**config.mk**
```make
export PLATFORM = sky130hd
export DESIGN_NAME = dual_beam_pass_impact_detector_unit
export DESIGN_NICKNAME = d
export VERILOG_FILES = /design/src/sv/dbpid_pkg.sv /design/src/sv/dual_beam_pass_impact_detector_unit.sv /design/src/sv/dbpid_sqrt.sv /design/src/sv/dbpid_fifo.sv /design/src/sv/dbpid_front.sv /design/src/sv/dbpid_back.sv
export SDC_FILE = /design/constraint.sdc
export NUM_CORES = 2
export LEC_CHECK = 0
export BUFFER_PORTS_ARGS = -buffer_cell sky130_fd_sc_hd__buf_4
export CAP_MARGIN = 20
export CORE_MARGIN = 5
export CORE_UTILIZATION = 45
export CTS_CLUSTER_SIZE = 40
export DETAILED_ROUTE_END_ITERATION = 12
export SETUP_SLACK_MARGIN = 0.5
export SYNTH_ARGS = -nofsm -noshare
export SYNTH_HDL_FRONTEND = slang
export SYNTH_SLANG_ARGS = --single-unit
```
**constraint.sdc**
```tcl
create_clock -name clock -period 8.3 [get_ports clock]
set_input_delay 1.245 -clock clock [delete_from_list [all_inputs] [get_ports clock]]
set_output_delay 1.245 -clock clock [all_outputs]
set_load 0.01 [all_outputs]
```
**src/sv/dbpid_pkg.sv**
```systemverilog
// Shared types, constants and register codes of the dual-beam pass and impact detector.
package dbpid_pkg;

   localparam int TIME_BITS_DEF = 32;
   localparam int AXIS_BITS_DEF = 16;

   localparam int DIST_W    = 13;
   localparam int LEVEL_W   = 12;
   localparam int CSR_W     = 16;
   localparam int CSR_IDX_W = 3;

   localparam int FIFO_DEPTH = 2;

   localparam logic [CSR_IDX_W-1:0] CSR_NEAR_DISTANCE     = 3'd0;
   localparam logic [CSR_IDX_W-1:0] CSR_PASS_WINDOW       = 3'd1;
   localparam logic [CSR_IDX_W-1:0] CSR_VIBRATION_LIMIT   = 3'd2;
   localparam logic [CSR_IDX_W-1:0] CSR_VIBRATION_HOLDOFF = 3'd3;
   localparam logic [CSR_IDX_W-1:0] CSR_ACCEL_LIMIT       = 3'd4;
   localparam logic [CSR_IDX_W-1:0] CSR_GYRO_LIMIT        = 3'd5;

   localparam logic [12:0] NEAR_DISTANCE_RST     = 13'd150;
   localparam logic [15:0] PASS_WINDOW_RST       = 16'd500;
   localparam logic [11:0] VIBRATION_LIMIT_RST   = 12'd2000;
   localparam logic [15:0] VIBRATION_HOLDOFF_RST = 16'd200;
   localparam logic [15:0] ACCEL_LIMIT_RST       = 16'd5120;
   localparam logic [15:0] GYRO_LIMIT_RST        = 16'd512;

   // level/4095 > 0.3 and level/4095 < 0.2, as integer bounds
   localparam logic [LEVEL_W-1:0] SHOT_LEVEL_MIN = 12'd1228;
   localparam logic [LEVEL_W-1:0] CALM_LEVEL_MAX = 12'd819;

   // accel / (spin + 0.1 rad/s) > 3  <=>  5*accel > 15*spin + 384
   localparam int STRIKE_ACC_K  = 5;
   localparam int STRIKE_SPIN_K = 15;
   localparam int STRIKE_OFFSET = 384;

   typedef struct packed {
      logic [12:0] near_distance;
      logic [15:0] pass_window;
      logic [11:0] vibration_limit;
      logic [15:0] vibration_holdoff;
      logic [15:0] accel_limit;
      logic [15:0] gyro_limit;
   } cfg_type;

   typedef enum logic [1:0] {
      F_IDLE,
      F_SQUARE,
      F_PUSH
   } front_state_type;

   typedef enum logic [1:0] {
      B_IDLE,
      B_ROOT,
      B_COMMIT
   } back_state_type;

endpackage

```
**src/sv/dual_beam_pass_impact_detector_unit.sv**
```systemverilog
// Top level of the dual-beam pass and impact detector: register file and front/back ends.
//
// One request transaction is one polling step and gives one response transaction holding
// the latches and arm flags after the step. The front end takes a transaction through
// capture, three square-and-add steps and a queue write; the back end takes it through a
// queue read, the two bit-serial square roots and a commit, so the sustained rate is set
// by the square-root units. A two-entry queue sits between the ends and the response
// register lets a new transaction enter while a result is stalled.
module dual_beam_pass_impact_detector_unit #(
   parameter int TIME_BITS = dbpid_pkg::TIME_BITS_DEF,
   parameter int AXIS_BITS = dbpid_pkg::AXIS_BITS_DEF
) (
   input  logic                                 clock,
   input  logic                                 reset,
   input  logic                                 csr_write,
   input  logic [dbpid_pkg::CSR_IDX_W-1:0]      csr_index,
   input  logic [dbpid_pkg::CSR_W-1:0]          csr_wdata,
   input  logic                                 req_valid,
   output logic                                 req_stall,
   input  logic                                 req_mode,
   input  logic [TIME_BITS-1:0]                 req_now_ms,
   input  logic [dbpid_pkg::DIST_W-1:0]         req_upper_distance,
   input  logic [dbpid_pkg::DIST_W-1:0]         req_lower_distance,
   input  logic [dbpid_pkg::LEVEL_W-1:0]        req_shake_level,
   input  logic signed [AXIS_BITS-1:0]          req_accel_x,
   input  logic signed [AXIS_BITS-1:0]          req_accel_y,
   input  logic signed [AXIS_BITS-1:0]          req_accel_z,
   input  logic signed [AXIS_BITS-1:0]          req_spin_x,
   input  logic signed [AXIS_BITS-1:0]          req_spin_y,
   input  logic signed [AXIS_BITS-1:0]          req_spin_z,
   output logic                                 rsp_valid,
   input  logic                                 rsp_stall,
   output logic                                 rsp_pass_detected,
   output logic                                 rsp_shot_detected,
   output logic                                 rsp_collision_detected,
   output logic                                 rsp_upper_armed,
   output logic                                 rsp_lower_armed,
   output logic [dbpid_pkg::LEVEL_W-1:0]        rsp_level_seen
);

   localparam int ENTRY_W = 1 + TIME_BITS + 2 * dbpid_pkg::DIST_W + dbpid_pkg::LEVEL_W
                            + 4 * AXIS_BITS;

   dbpid_pkg::cfg_type cfg_ff, cfg_in;

   logic               push, full, pop, pop_valid;
   logic [ENTRY_W-1:0] push_data, pop_data;

   always_comb begin
      cfg_in = cfg_ff;
      if (csr_write) begin
         unique case (csr_index)
            dbpid_pkg::CSR_NEAR_DISTANCE:     cfg_in.near_distance     = csr_wdata[12:0];
            dbpid_pkg::CSR_PASS_WINDOW:       cfg_in.pass_window       = csr_wdata;
            dbpid_pkg::CSR_VIBRATION_LIMIT:   cfg_in.vibration_limit   = csr_wdata[11:0];
            dbpid_pkg::CSR_VIBRATION_HOLDOFF: cfg_in.vibration_holdoff = csr_wdata;
            dbpid_pkg::CSR_ACCEL_LIMIT:       cfg_in.accel_limit       = csr_wdata;
            dbpid_pkg::CSR_GYRO_LIMIT:        cfg_in.gyro_limit        = csr_wdata;
            default:                          cfg_in = cfg_ff;
         endcase
      end
   end

   always_ff @(posedge clock) begin
      if (reset) begin
         cfg_ff.near_distance     <= dbpid_pkg::NEAR_DISTANCE_RST;
         cfg_ff.pass_window       <= dbpid_pkg::PASS_WINDOW_RST;
         cfg_ff.vibration_limit   <= dbpid_pkg::VIBRATION_LIMIT_RST;
         cfg_ff.vibration_holdoff <= dbpid_pkg::VIBRATION_HOLDOFF_RST;
         cfg_ff.accel_limit       <= dbpid_pkg::ACCEL_LIMIT_RST;
         cfg_ff.gyro_limit        <= dbpid_pkg::GYRO_LIMIT_RST;
      end else begin
         cfg_ff <= cfg_in;
      end
   end

   dbpid_front #(
      .TIME_BITS (TIME_BITS),
      .AXIS_BITS (AXIS_BITS),
      .ENTRY_W   (ENTRY_W)
   ) u_front (
      .clock              (clock),
      .reset              (reset),
      .req_valid          (req_valid),
      .req_stall          (req_stall),
      .req_mode           (req_mode),
      .req_now_ms         (req_now_ms),
      .req_upper_distance (req_upper_distance),
      .req_lower_distance (req_lower_distance),
      .req_shake_level    (req_shake_level),
      .req_accel_x        (req_accel_x),
      .req_accel_y        (req_accel_y),
      .req_accel_z        (req_accel_z),
      .req_spin_x         (req_spin_x),
      .req_spin_y         (req_spin_y),
      .req_spin_z         (req_spin_z),
      .push               (push),
      .push_data          (push_data),
      .full               (full)
   );

   dbpid_fifo #(.DATA_W(ENTRY_W)) u_queue (
      .clock     (clock),
      .reset     (reset),
      .push      (push),
      .push_data (push_data),
      .full      (full),
      .pop       (pop),
      .pop_valid (pop_valid),
      .pop_data  (pop_data)
   );

   dbpid_back #(
      .TIME_BITS (TIME_BITS),
      .AXIS_BITS (AXIS_BITS),
      .ENTRY_W   (ENTRY_W)
   ) u_back (
      .clock                  (clock),
      .reset                  (reset),
      .cfg                    (cfg_ff),
      .pop_valid              (pop_valid),
      .pop                    (pop),
      .pop_data               (pop_data),
      .rsp_valid              (rsp_valid),
      .rsp_stall              (rsp_stall),
      .rsp_pass_detected      (rsp_pass_detected),
      .rsp_shot_detected      (rsp_shot_detected),
      .rsp_collision_detected (rsp_collision_detected),
      .rsp_upper_armed        (rsp_upper_armed),
      .rsp_lower_armed        (rsp_lower_armed),
      .rsp_level_seen         (rsp_level_seen)
   );

endmodule

```
**src/sv/dbpid_sqrt.sv**
```systemverilog
// Bit-serial integer square root, two radicand bits per cycle.
module dbpid_sqrt #(
   parameter int ROOT_W = dbpid_pkg::AXIS_BITS_DEF
) (
   input  logic                  clock,
   input  logic                  reset,
   input  logic                  start,
   input  logic [2*ROOT_W-1:0]   radicand,
   output logic                  idle,
   output logic [ROOT_W-1:0]     root
);

   localparam int CW = $clog2(ROOT_W + 1);

   logic [2*ROOT_W-1:0] rad_ff, rad_in;
   logic [ROOT_W+1:0]   rem_ff, rem_in;
   logic [ROOT_W-1:0]   root_ff, root_in;
   logic [CW-1:0]       cnt_ff, cnt_in;

   logic [ROOT_W+1:0]   rem_sh;
   logic [ROOT_W+1:0]   trial;
   logic                fits;

   always_comb begin
      rem_sh  = {rem_ff[ROOT_W-1:0], rad_ff[2*ROOT_W-1:2*ROOT_W-2]};
      trial   = {root_ff, 2'b01};
      fits    = rem_sh >= trial;
      rad_in  = rad_ff;
      rem_in  = rem_ff;
      root_in = root_ff;
      cnt_in  = cnt_ff;
      if (start) begin
         rad_in  = radicand;
         rem_in  = '0;
         root_in = '0;
         cnt_in  = CW'(ROOT_W);
      end else if (cnt_ff != '0) begin
         rad_in  = rad_ff << 2;
         rem_in  = fits ? (rem_sh - trial) : rem_sh;
         root_in = {root_ff[ROOT_W-2:0], fits};
         cnt_in  = cnt_ff - CW'(1);
      end
   end

   always_ff @(posedge clock) begin
      if (reset) begin
         cnt_ff <= '0;
      end else begin
         cnt_ff <= cnt_in;
      end
   end

   always_ff @(posedge clock) begin
      rad_ff  <= rad_in;
      rem_ff  <= rem_in;
      root_ff <= root_in;
   end

   assign idle = (cnt_ff == '0);
   assign root = root_ff;

endmodule

```
**src/sv/dbpid_fifo.sv**
```systemverilog
// Two-entry transaction queue between the front and back ends.
module dbpid_fifo #(
   parameter int DATA_W = 8
) (
   input  logic              clock,
   input  logic              reset,
   input  logic              push,
   input  logic [DATA_W-1:0] push_data,
   output logic              full,
   input  logic              pop,
   output logic              pop_valid,
   output logic [DATA_W-1:0] pop_data
);

   localparam int PW = $clog2(dbpid_pkg::FIFO_DEPTH);
   localparam int NW = $clog2(dbpid_pkg::FIFO_DEPTH + 1);

   logic [DATA_W-1:0] slot_ff [dbpid_pkg::FIFO_DEPTH];
   logic [PW-1:0]     wr_ptr_ff, wr_ptr_in;
   logic [PW-1:0]     rd_ptr_ff, rd_ptr_in;
   logic [NW-1:0]     count_ff, count_in;

   always_comb begin
      wr_ptr_in = push ? wr_ptr_ff + PW'(1) : wr_ptr_ff;
      rd_ptr_in = pop ? rd_ptr_ff + PW'(1) : rd_ptr_ff;
      count_in  = count_ff + NW'(push) - NW'(pop);
   end

   always_ff @(posedge clock) begin
      if (reset) begin
         wr_ptr_ff <= '0;
         rd_ptr_ff <= '0;
         count_ff  <= '0;
      end else begin
         wr_ptr_ff <= wr_ptr_in;
         rd_ptr_ff <= rd_ptr_in;
         count_ff  <= count_in;
      end
   end

   always_ff @(posedge clock) begin
      if (push) begin
         slot_ff[wr_ptr_ff] <= push_data;
      end
   end

   assign full      = (count_ff == NW'(dbpid_pkg::FIFO_DEPTH));
   assign pop_valid = (count_ff != '0);
   assign pop_data  = slot_ff[rd_ptr_ff];

   a_no_overflow : assert property (@(posedge clock) disable iff (reset)
      push |-> !full)
      else $error("queue written while full");

   a_no_underflow : assert property (@(posedge clock) disable iff (reset)
      pop |-> pop_valid)
      else $error("queue read while empty");

   a_count_bounded : assert property (@(posedge clock) disable iff (reset)
      count_ff <= NW'(dbpid_pkg::FIFO_DEPTH))
      else $error("queue count beyond depth");

endmodule

```
**src/sv/dbpid_front.sv**
```systemverilog
// Front end: accepts transactions and forms the squared motion magnitudes.
module dbpid_front #(
   parameter int TIME_BITS = dbpid_pkg::TIME_BITS_DEF,
   parameter int AXIS_BITS = dbpid_pkg::AXIS_BITS_DEF,
   parameter int ENTRY_W   = 8
) (
   input  logic                              clock,
   input  logic                              reset,
   input  logic                              req_valid,
   output logic                              req_stall,
   input  logic                              req_mode,
   input  logic [TIME_BITS-1:0]              req_now_ms,
   input  logic [dbpid_pkg::DIST_W-1:0]      req_upper_distance,
   input  logic [dbpid_pkg::DIST_W-1:0]      req_lower_distance,
   input  logic [dbpid_pkg::LEVEL_W-1:0]     req_shake_level,
   input  logic signed [AXIS_BITS-1:0]       req_accel_x,
   input  logic signed [AXIS_BITS-1:0]       req_accel_y,
   input  logic signed [AXIS_BITS-1:0]       req_accel_z,
   input  logic signed [AXIS_BITS-1:0]       req_spin_x,
   input  logic signed [AXIS_BITS-1:0]       req_spin_y,
   input  logic signed [AXIS_BITS-1:0]       req_spin_z,
   output logic                              push,
   output logic [ENTRY_W-1:0]                push_data,
   input  logic                              full
);

   localparam int SQ_W = 2 * AXIS_BITS;

   dbpid_pkg::front_state_type state_ff, state_in;

   logic                           mode_ff, mode_in;
   logic [TIME_BITS-1:0]           now_ff, now_in;
   logic [dbpid_pkg::DIST_W-1:0]   upper_ff, upper_in;
   logic [dbpid_pkg::DIST_W-1:0]   lower_ff, lower_in;
   logic [dbpid_pkg::LEVEL_W-1:0]  level_ff, level_in;
   logic [AXIS_BITS-1:0]           acc_abs_ff [3];
   logic [AXIS_BITS-1:0]           acc_abs_in [3];
   logic [AXIS_BITS-1:0]           spin_abs_ff [3];
   logic [AXIS_BITS-1:0]           spin_abs_in [3];
   logic [SQ_W-1:0]                acc_sum_ff, acc_sum_in;
   logic [SQ_W-1:0]                spin_sum_ff, spin_sum_in;
   logic [1:0]                     cnt_ff, cnt_in;

   logic signed [AXIS_BITS-1:0]    acc_raw [3];
   logic signed [AXIS_BITS-1:0]    spin_raw [3];
   logic                           accept;
   logic [SQ_W-1:0]                acc_sq;
   logic [SQ_W-1:0]                spin_sq;

   assign acc_raw[0]  = req_accel_x;
   assign acc_raw[1]  = req_accel_y;
   assign acc_raw[2]  = req_accel_z;
   assign spin_raw[0] = req_spin_x;
   assign spin_raw[1] = req_spin_y;
   assign spin_raw[2] = req_spin_z;

   assign accept  = req_valid && !req_stall;
   assign acc_sq  = SQ_W'(acc_abs_ff[0]) * SQ_W'(acc_abs_ff[0]);
   assign spin_sq = SQ_W'(spin_abs_ff[0]) * SQ_W'(spin_abs_ff[0]);

   always_ff @(posedge clock) begin
      if (reset) begin
         state_ff <= dbpid_pkg::F_IDLE;
      end else begin
         state_ff <= state_in;
      end
   end

   always_comb begin
      state_in  = state_ff;
      req_stall = 1'b1;
      push      = 1'b0;
      unique case (state_ff)
         dbpid_pkg::F_IDLE: begin
            req_stall = 1'b0;
            if (req_valid) begin
               state_in = dbpid_pkg::F_SQUARE;
            end
         end
         dbpid_pkg::F_SQUARE: begin
            if (cnt_ff == 2'd2) begin
               state_in = dbpid_pkg::F_PUSH;
            end
         end
         dbpid_pkg::F_PUSH: begin
            push = !full;
            if (!full) begin
               state_in = dbpid_pkg::F_IDLE;
            end
         end
         default: begin
            state_in = dbpid_pkg::F_IDLE;
         end
      endcase
   end

   always_comb begin
      mode_in     = mode_ff;
      now_in      = now_ff;
      upper_in    = upper_ff;
      lower_in    = lower_ff;
      level_in    = level_ff;
      acc_sum_in  = acc_sum_ff;
      spin_sum_in = spin_sum_ff;
      cnt_in      = cnt_ff;
      for (int i = 0; i < 3; i++) begin
         acc_abs_in[i]  = acc_abs_ff[i];
         spin_abs_in[i] = spin_abs_ff[i];
      end
      if (accept) begin
         mode_in     = req_mode;
         now_in      = req_now_ms;
         upper_in    = req_upper_distance;
         lower_in    = req_lower_distance;
         level_in    = req_shake_level;
         acc_sum_in  = '0;
         spin_sum_in = '0;
         cnt_in      = '0;
         for (int i = 0; i < 3; i++) begin
            acc_abs_in[i]  = acc_raw[i][AXIS_BITS-1] ? AXIS_BITS'(-acc_raw[i])
                                                     : AXIS_BITS'(acc_raw[i]);
            spin_abs_in[i] = spin_raw[i][AXIS_BITS-1] ? AXIS_BITS'(-spin_raw[i])
                                                      : AXIS_BITS'(spin_raw[i]);
         end
      end else if (state_ff == dbpid_pkg::F_SQUARE) begin
         acc_sum_in     = acc_sum_ff + acc_sq;
         spin_sum_in    = spin_sum_ff + spin_sq;
         cnt_in         = cnt_ff + 2'd1;
         acc_abs_in[0]  = acc_abs_ff[1];
         acc_abs_in[1]  = acc_abs_ff[2];
         spin_abs_in[0] = spin_abs_ff[1];
         spin_abs_in[1] = spin_abs_ff[2];
      end
   end

   always_ff @(posedge clock) begin
      mode_ff     <= mode_in;
      now_ff      <= now_in;
      upper_ff    <= upper_in;
      lower_ff    <= lower_in;
      level_ff    <= level_in;
      acc_sum_ff  <= acc_sum_in;
      spin_sum_ff <= spin_sum_in;
      cnt_ff      <= cnt_in;
      for (int i = 0; i < 3; i++) begin
         acc_abs_ff[i]  <= acc_abs_in[i];
         spin_abs_ff[i] <= spin_abs_in[i];
      end
   end

   assign push_data = {mode_ff, now_ff, upper_ff, lower_ff, level_ff,
                       acc_sum_ff, spin_sum_ff};

endmodule

```
**src/sv/dbpid_back.sv**
```systemverilog
// Back end: square roots, beam, vibration and impact state, and the result register.
module dbpid_back #(
   parameter int TIME_BITS = dbpid_pkg::TIME_BITS_DEF,
   parameter int AXIS_BITS = dbpid_pkg::AXIS_BITS_DEF,
   parameter int ENTRY_W   = 8
) (
   input  logic                              clock,
   input  logic                              reset,
   input  dbpid_pkg::cfg_type                cfg,
   input  logic                              pop_valid,
   output logic                              pop,
   input  logic [ENTRY_W-1:0]                pop_data,
   output logic                              rsp_valid,
   input  logic                              rsp_stall,
   output logic                              rsp_pass_detected,
   output logic                              rsp_shot_detected,
   output logic                              rsp_collision_detected,
   output logic                              rsp_upper_armed,
   output logic                              rsp_lower_armed,
   output logic [dbpid_pkg::LEVEL_W-1:0]     rsp_level_seen
);

   localparam int SQ_W = 2 * AXIS_BITS;
   localparam int MW   = AXIS_BITS + 18;

   dbpid_pkg::back_state_type state_ff, state_in;

   logic                           p_mode;
   logic [TIME_BITS-1:0]           p_now;
   logic [dbpid_pkg::DIST_W-1:0]   p_upper;
   logic [dbpid_pkg::DIST_W-1:0]   p_lower;
   logic [dbpid_pkg::LEVEL_W-1:0]  p_level;
   logic [SQ_W-1:0]                p_acc_sq;
   logic [SQ_W-1:0]                p_spin_sq;

   logic                           mode_ff;
   logic [TIME_BITS-1:0]           now_ff;
   logic [dbpid_pkg::DIST_W-1:0]   upper_ff;
   logic [dbpid_pkg::DIST_W-1:0]   lower_ff;
   logic [dbpid_pkg::LEVEL_W-1:0]  level_ff;

   logic                           upper_flag_ff, upper_flag_in;
   logic                           lower_flag_ff, lower_flag_in;
   logic [TIME_BITS-1:0]           upper_stamp_ff, upper_stamp_in;
   logic [TIME_BITS-1:0]           lower_stamp_ff, lower_stamp_in;
   logic [TIME_BITS-1:0]           shake_stamp_ff, shake_stamp_in;
   logic                           pass_ff, pass_in;
   logic                           shot_ff, shot_in;
   logic                           coll_ff, coll_in;
   logic                           rsp_valid_ff, rsp_valid_in;
   logic [dbpid_pkg::LEVEL_W-1:0]  level_seen_ff, level_seen_in;

   logic                           acc_idle, spin_idle;
   logic [AXIS_BITS-1:0]           acc_root, spin_root;
   logic                           commit;

   logic [TIME_BITS-1:0]           pw_t, hold_t;
   logic [TIME_BITS-1:0]           d_upper, d_lower, d_shake;
   logic                           up_near, lo_near, u_arm, l_arm, u_flag1, l_flag1;
   logic                           pass1;
   logic [MW-1:0]                  acc_w, spin_w, alim_w, glim_w;
   logic                           acc_over, trig, strike, wild;

   assign {p_mode, p_now, p_upper, p_lower, p_level, p_acc_sq, p_spin_sq} = pop_data;

   assign pop = (state_ff == dbpid_pkg::B_IDLE) && pop_valid;

   dbpid_sqrt #(.ROOT_W(AXIS_BITS)) u_acc_root (
      .clock    (clock),
      .reset    (reset),
      .start    (pop),
      .radicand (p_acc_sq),
      .idle     (acc_idle),
      .root     (acc_root)
   );

   dbpid_sqrt #(.ROOT_W(AXIS_BITS)) u_spin_root (
      .clock    (clock),
      .reset    (reset),
      .start    (pop),
      .radicand (p_spin_sq),
      .idle     (spin_idle),
      .root     (spin_root)
   );

   always_ff @(posedge clock) begin
      if (reset) begin
         state_ff <= dbpid_pkg::B_IDLE;
      end else begin
         state_ff <= state_in;
      end
   end

   always_comb begin
      state_in = state_ff;
      commit   = 1'b0;
      unique case (state_ff)
         dbpid_pkg::B_IDLE: begin
            if (pop_valid) begin
               state_in = dbpid_pkg::B_ROOT;
            end
         end
         dbpid_pkg::B_ROOT: begin
            if (acc_idle && spin_idle) begin
               state_in = dbpid_pkg::B_COMMIT;
            end
         end
         dbpid_pkg::B_COMMIT: begin
            if (!rsp_valid_ff || !rsp_stall) begin
               commit   = 1'b1;
               state_in = dbpid_pkg::B_IDLE;
            end
         end
         default: begin
            state_in = dbpid_pkg::B_IDLE;
         end
      endcase
   end

   always_ff @(posedge clock) begin
      if (pop) begin
         mode_ff  <= p_mode;
         now_ff   <= p_now;
         upper_ff <= p_upper;
         lower_ff <= p_lower;
         level_ff <= p_level;
      end
   end

   always_comb begin
      pw_t    = TIME_BITS'(cfg.pass_window);
      hold_t  = TIME_BITS'(cfg.vibration_holdoff);
      up_near = (upper_ff != '0) && (upper_ff < cfg.near_distance);
      lo_near = (lower_ff != '0) && (lower_ff < cfg.near_distance);

      // upper beam first, then lower beam sees the updated upper state
      u_arm   = up_near && !upper_flag_ff;
      u_flag1 = upper_flag_ff || u_arm;
      d_upper = u_arm ? '0 : (now_ff - upper_stamp_ff);
      pass1   = pass_ff || (u_arm && lower_flag_ff && ((now_ff - lower_stamp_ff) < pw_t));
      l_arm   = lo_near && !lower_flag_ff;
      l_flag1 = lower_flag_ff || l_arm;
      d_lower = l_arm ? '0 : (now_ff - lower_stamp_ff);
      d_shake = now_ff - shake_stamp_ff;

      acc_w    = MW'(acc_root);
      spin_w   = MW'(spin_root);
      alim_w   = MW'(cfg.accel_limit);
      glim_w   = MW'(cfg.gyro_limit);
      acc_over = acc_w > alim_w;
      trig     = acc_over || (spin_w > glim_w);
      strike   = (acc_w * MW'(dbpid_pkg::STRIKE_ACC_K) >
                  spin_w * MW'(dbpid_pkg::STRIKE_SPIN_K) + MW'(dbpid_pkg::STRIKE_OFFSET))
                 && acc_over && (level_ff > dbpid_pkg::SHOT_LEVEL_MIN);
      wild     = (spin_w > (glim_w << 1)) || (level_ff < dbpid_pkg::CALM_LEVEL_MAX);

      upper_flag_in  = upper_flag_ff;
      lower_flag_in  = lower_flag_ff;
      upper_stamp_in = upper_stamp_ff;
      lower_stamp_in = lower_stamp_ff;
      shake_stamp_in = shake_stamp_ff;
      pass_in        = pass_ff;
      shot_in        = shot_ff;
      coll_in        = coll_ff;
      level_seen_in  = level_seen_ff;

      if (commit) begin
         if (mode_ff) begin
            upper_flag_in  = 1'b0;
            lower_flag_in  = 1'b0;
            upper_stamp_in = '0;
            lower_stamp_in = '0;
            pass_in        = 1'b0;
            shot_in        = 1'b0;
            coll_in        = 1'b0;
            level_seen_in  = '0;
         end else begin
            upper_stamp_in = u_arm ? now_ff : upper_stamp_ff;
            lower_stamp_in = l_arm ? now_ff : lower_stamp_ff;
            pass_in        = pass1 || (l_arm && u_flag1 && (d_upper < pw_t));
            level_seen_in  = level_ff;
            if ((level_ff > cfg.vibration_limit) && (d_shake > hold_t)) begin
               shake_stamp_in = now_ff;
               if (!u_flag1 && !l_flag1) begin
                  coll_in = 1'b1;
               end
            end
            if (trig) begin
               if (strike) begin
                  shot_in = 1'b1;
               end else if (wild) begin
                  coll_in = 1'b1;
               end
            end
            upper_flag_in = u_flag1 && !(d_upper > pw_t);
            lower_flag_in = l_flag1 && !(d_lower > pw_t);
         end
      end

      if (commit) begin
         rsp_valid_in = 1'b1;
      end else if (!rsp_stall) begin
         rsp_valid_in = 1'b0;
      end else begin
         rsp_valid_in = rsp_valid_ff;
      end
   end

   always_ff @(posedge clock) begin
      if (reset) begin
         upper_flag_ff  <= 1'b0;
         lower_flag_ff  <= 1'b0;
         upper_stamp_ff <= '0;
         lower_stamp_ff <= '0;
         shake_stamp_ff <= '0;
         pass_ff        <= 1'b0;
         shot_ff        <= 1'b0;
         coll_ff        <= 1'b0;
         rsp_valid_ff   <= 1'b0;
      end else begin
         upper_flag_ff  <= upper_flag_in;
         lower_flag_ff  <= lower_flag_in;
         upper_stamp_ff <= upper_stamp_in;
         lower_stamp_ff <= lower_stamp_in;
         shake_stamp_ff <= shake_stamp_in;
         pass_ff        <= pass_in;
         shot_ff        <= shot_in;
         coll_ff        <= coll_in;
         rsp_valid_ff   <= rsp_valid_in;
      end
   end

   always_ff @(posedge clock) begin
      level_seen_ff <= level_seen_in;
   end

   assign rsp_valid              = rsp_valid_ff;
   assign rsp_pass_detected      = pass_ff;
   assign rsp_shot_detected      = shot_ff;
   assign rsp_collision_detected = coll_ff;
   assign rsp_upper_armed        = upper_flag_ff;
   assign rsp_lower_armed        = lower_flag_ff;
   assign rsp_level_seen         = level_seen_ff;

   a_roots_in_step : assert property (@(posedge clock) disable iff (reset)
      acc_idle == spin_idle)
      else $error("square root units out of step");

   a_commit_waits : assert property (@(posedge clock) disable iff (reset)
      (state_ff == dbpid_pkg::B_COMMIT && rsp_valid_ff && rsp_stall)
      |=> (state_ff == dbpid_pkg::B_COMMIT))
      else $error("result overwritten while stalled");

   a_clear_result : assert property (@(posedge clock) disable iff (reset)
      (commit && mode_ff) |=> (!pass_ff && !shot_ff && !coll_ff && !upper_flag_ff &&
                               !lower_flag_ff && level_seen_ff == '0))
      else $error("clear transaction left state set");

endmodule
```
# Word-level counts from Yosys, hierarchy flattened
# Memories as Yosys holds them, arrays and structs flattened. A register that Yosys moved wholly into a read port is not among the register bits.
# Index checks and enable logic that the tools add are counted.
op_classes:
  n_addsub: 21
  mul: 4
  order_cmp: 16
  eq_ne: 18
  n_mux: 58
  n_bitwise: 1
  n_reduce_logical: 62
op_table:
  columns: ["operator", "count"]
  rows:
  - ["$mux W32", 14]
  - ["$mux W16", 10]
  - ["$gt A32 B16 Y1", 3]
  - ["$neg A16 Y16", 6]
  - ["$sub A32 B32 Y32", 3]
  - ["$add A32 B32 Y32", 2]
  - ["$lt A32 B16 Y1", 2]
  - ["$mul A16 B16 Y32", 2]
  - ["$ge A18 B18 Y1", 2]
  - ["$gt A19 B34 Y1", 1]
  - ["$gt A16 B16 Y1", 2]
  - ["$sub A16 B16 Y16", 2]
  - ["$lt A13 B13 Y1", 2]
  - ["$reduce_bool A13 Y1", 2]
  - ["$mux W1", 22]
  - ["$add A20 B9 Y21 const B", 1]
  - ["$mul A16 B4 Y20 const B", 1]
  - ["$mux W5", 4]
  - ["$mul A16 B3 Y19 const B", 1]
  - ["$gt A16 B17 Y1", 1]
  - ["$logic_and A1 B1 Y1", 17]
  - ["$reduce_and A2 Y1", 8]
  - ["$reduce_bool A2 Y1", 7]
  - ["$gt A12 B11 Y1 const B", 1]
  - ["25 further kinds", 64]
totals:
  ff_bits: 557
  ramBits: 366
  out_inout_bits: 19
  word_cells: 227
  mem_count: 3
memory_table:
  columns: ["name", "depth", "word_bits", "rd", "rd_ports_with_merged_regs", "wr", "line_no", "rtl"]
  rows:
  - ["u_queue.slot_ff", 2, 135, 1, 1, 1, "dbpid_fifo.sv:18", "logic [DATA_W-1:0] slot_ff [dbpid_pkg::FIFO_DEPTH];"]
  - ["u_front.acc_abs_ff", 3, 16, 3, 0, 3, "dbpid_front.sv:36", "logic [AXIS_BITS-1:0] acc_abs_ff [3];"]
  - ["u_front.spin_abs_ff", 3, 16, 3, 0, 3, "dbpid_front.sv:38", "logic [AXIS_BITS-1:0] spin_abs_ff [3];"]

# Longest topological paths before layout
logic_depth:
  depth_word: 12
  ltp_mapped: 26
  ltp_nobuf: 26

# Hierarchy
# Synthesis repeated with hierarchy kept, for this count alone.
hier_totals:
  hier_cells: 6412
  hier_area_um2: 65969.5
modules_own_cells:
  columns: ["mod", "n_inst", "cells_each", "area_per_inst_um2"]
  rows:
  - ["dbpid_front", 1, 2792, 26530.4]
  - ["dbpid_back", 1, 2111, 18292.5]
  - ["dbpid_fifo", 1, 441, 10153.5]
  - ["dbpid_sqrt (u_back.u_spin_root)", 1, 391, 3823.7]
  - ["dbpid_sqrt (u_back.u_acc_root)", 1, 348, 3623.5]
  - ["dual_beam_pass_impact_detector_unit", 1, 329, 3545.9]

# Worst setup path after synthesis
# Ideal clock, no wire load.
synth_timing:
  path_kind: "register to register"
  startpoint: "register u_front.state_ff[1]"
  endpoint: "memory u_queue.slot_ff[0][0] in the netlist's numbering (enable)"
  t_arrival_ps: 6712
  t_required_ps: 7653
  setup_slack_ps: 941
  path_stages_with_launch: 4
  n_path_buf: 0
  cell_sequence: "dfxtp_1 > nor2b_1 > nor2b_1 > nor2b_1"
synth_between:
  elab_chain_len: 4
synth_lines:
  columns: ["element", "line_no", "rtl"]
  rows:
  - ["start: declaration", "dbpid_front.sv:29", "dbpid_pkg::front_state_type state_ff, state_in;"]
  - ["start signal: assignment", "dbpid_front.sv:63", "state_ff <= dbpid_pkg::F_IDLE;"]
  - ["start signal: assignment", "dbpid_front.sv:65", "state_ff <= state_in;"]
  - ["$eq A2 B2 Y1", "dbpid_front.sv:73", "unique case (state_ff)"]
  - ["$mux W1", "dbpid_front.sv:73", null]
  - ["net push", "dual_beam_pass_impact_detector_unit.sv:46", "logic push, full, pop, pop_valid;"]
  - ["$mux W1", "dbpid_fifo.sv:42", "if (push) begin"]
  - ["$mux W1 (not written as such)", "dbpid_fifo.sv:43", "slot_ff[wr_ptr_ff] <= push_data;"]
  - ["end: declaration", "dbpid_fifo.sv:18", null]
# The timed path passes the listed nets, and every way through them passes these cells.

==> impl_metrics.json <==
{
  "end_kind": "flop",
  "worstPathArrival_ns": 7.68,
  "yosysTopAreaCellShare": 0.274,
  "drt_iter0_markers": 2442,
  "tritoncts": "yes",
  "die_h_um": 387,
  "ys_seq_area_frac": 0.380,
  "crit_required_ns": 8.85,
  "initial_core_util": 0.453,
  "async_reset_ff_frac": 0,
  "area_growth_pct": 11.2,
  "cts_htree_levels": 3,
  "final.setup.tns_ns": 0,
  "grt_pass1_vias": 44600,
  "syn_area_sq_mm": 0.0640,
  "synth.avg_cell_area_sq_um": 10.1,
  "report.final.setup_viol": 0,
  "grt_max_degree": 121,
  "hp-class": "flop to flop",
  "final_nets": 7653,
  "first_pass_iters": 5,
  "final_cells": 8444,
  "synthFlopType": "edfxtp_1",
  "grt_overflow": 0,
  "synth-seq-cells": 924,
  "vias": 44400,
  "dieWidth_um": 387,
  "netlist.top_cell.by_area": "edfxtp_1",
  "worst-setup-path-type": "flop to flop",
  "cts_root_buffer": "clkbuf_16",
  "hold_viol_final": 0,
  "critPathSlowestCell": "edfxtp_1",
  "place_inst": 8245,
  "fin_crit_sh": 0.859,
  "drive_gt1_frac": 0.0838,
  "synthTopCellsByArea": "edfxtp_1, fa_1, ha_1",
  "crit_path_max_fanout": 15,
  "cpMostUsedCell": "fa_1",
  "ant_nets": 0,
  "synth_edf_count": 584,
  "cts.sink_count": 924,
  "dp_hpwl_um": 115000,
  "rsz0062_at_grt": "no",
  "drc": 0,
  "final_common_cell": "inv_1",
  "max_stage_delay_ns": 0.68,
  "finClkSkew_ns": 0.0287,
  "num_rows": 138,
  "status": "finished, final reports clean",
  "io-pin-count": 210,
  "period_needed_ns": 7.13,
  "cts-buffers-inserted": 105,
  "core-area_sq_mm": 0.141,
  "syn_inst": 6329,
  "clkTransAtPathRegs_ns": 0.06,
  "max_slew.worst_pin.slew_ns": 1.10,
  "drv_cap": 0,
  "wirelength_um": 151000,
  "syn_nets": 7520,
  "cts_buffer_depth": 3,
  "wl_per_cell_um": 17.9,
  "cts_setup_buffers": 0,
  "insertion_delay_ns": 0.71,
  "slew_violations": 0,
  "worstPathCellList": "inv_1 > nor2_1 > fa_1 > inv_1 > fa_1 > inv_1 > fa_1 > fa_1 > inv_1 > fa_1 > inv_1 > fa_1 > ha_1 > nand2_1 > o21ai_0 > a221oi_1 > o21a_1 > o311ai_1 > a31o_2 > a2111oi_0 > o31ai_1 > xnor2_1 > o22ai_1",
  "viasPerCell": 5.26,
  "crit_family": "adder cells",
  "antenna_found_initial": 9,
  "most-common-layout-cells": "inv_1, nand2_1, edfxtp_1",
  "fin_util": 0.503,
  "yosys_warnings": 0,
  "fp.dieArea_sq_mm": 0.150,
  "n_fill_cell": 12900,
  "io_buffer_count": 209,
  "ys_types": 93,
  "grt_use_total": 0.200,
  "worst-path-buf-inv": 5,
  "fmax_ghz": 0.140,
  "gp_congestion": 0.892,
  "holdBufCountCts": 0,
  "grt_pass1_wl_um": 244000,
  "slew_headroom": 0.267,
  "crit_path_start_kind": "flop",
  "postCtsResizedCells": 0
}
[cells by family after synthesis]
family | after synthesis | share of synthesized area
mux | 193 | 0.0316
simple gates | 1696 | 0.126
xor+xnor | 251 | 0.0343
fa+ha+maj | 1000 | 0.245
buf+inv | 1065 | 0.0633
flops | 924 | 0.380
compound gates | 1200 | 0.119
[cells in the mapped netlist (all sizes together), types with 17 or more instances]
cell / count
nand3: 63
a31oi: 22
nor2b: 88
xor2: 88
fa: 423
edfxtp: 584
xnor2: 163
a22oi: 70
inv: 845
and3: 19
o211ai: 34
a2111oi: 17
nand3b: 17
mux2i: 119
ha: 577
mux2: 74
or2: 20
nor2: 318
o41ai: 21
a21boi: 22
a211o: 25
a211oi: 52
clkbuf: 202
and2: 117
o21a: 60
a21oi: 351
dfxtp: 340
nand4: 50
a21o: 102
nor3: 65
o21ai: 294
o31ai: 31
nand2: 696
o21bai: 19
nor4: 26
or3: 38
nand2b: 127
[metal layers]
metal | up-vias | part of all wire | routed length [um] | track usage
met5 | - | 0.00013 | 20 | 0
met4 | 2 | 0.021 | 3170 | 0.0498
met3 | 180 | 0.053 | 8040 | 0.0326
met2 | 951 | 0.44 | 67100 | 0.314
met1 | 21400 | 0.48 | 72800 | 0.291
li1 | 21900 | - | - | -
[flip-flops by register name, summed over array words and instances, names as in the netlist, 32 cells and up, named ones only]
name	flops
cfg_ff	89
u_back.lower_stamp_ff	32
u_back.now_ff	32
u_back.shake_stamp_ff	32
u_back.u_acc_root.rad_ff	32
u_back.u_spin_root.rad_ff	32
u_back.upper_stamp_ff	32
u_front.acc_abs_ff	48
u_front.acc_sum_ff	32
u_front.now_ff	32
u_front.spin_abs_ff	48
u_front.spin_sum_ff	32
u_queue.slot_ff	270
[final timing paths]
kind,from,end,slack (ns),cells past startpoint
worst min register to register,u_front.now_ff[20],u_queue.slot_ff[1][122],0.42,0
worst min-delay path,u_front.now_ff[20],u_queue.slot_ff[1][122],0.42,0
worst max-delay path,u_front.acc_abs_ff[0][4],u_front.acc_sum_ff[30],1.17,23
worst max register to register,u_front.acc_abs_ff[0][4],u_front.acc_sum_ff[30],1.17,23
[final cells by class]
| type | count | area [sq um] | area share |
|---|---|---|---|
| Clock inverter | 55 | 697 | 0.00980 |
| Clock buffer | 142 | 2940 | 0.0413 |
| Multi-Input combinational cell | 4340 | 35700 | 0.502 |
| Sequential cell | 924 | 24300 | 0.342 |
| Timing Repair Buffer | 245 | 1900 | 0.0266 |
| Antenna cell | 2 | 5.00 | 0.0000703 |
| Tap cell | 1890 | 2360 | 0.0332 |
| Inverter | 846 | 3180 | 0.0447 |
[metrics by stage]
step	setup slack, ns	hold WS (ns)	cell area (sq um)
floorplan	0.941	0.421	64000
global placement	1.30	0.425	67500
detailed placement	1.16	0.429	67500
CTS	1.17	0.410	71100
global route	0.696	0.420	71100
finish	1.17	0.415	71100
Power is not shown: default switching activity piles up to over one toggle a cycle in this logic, so the estimate is an artifact.
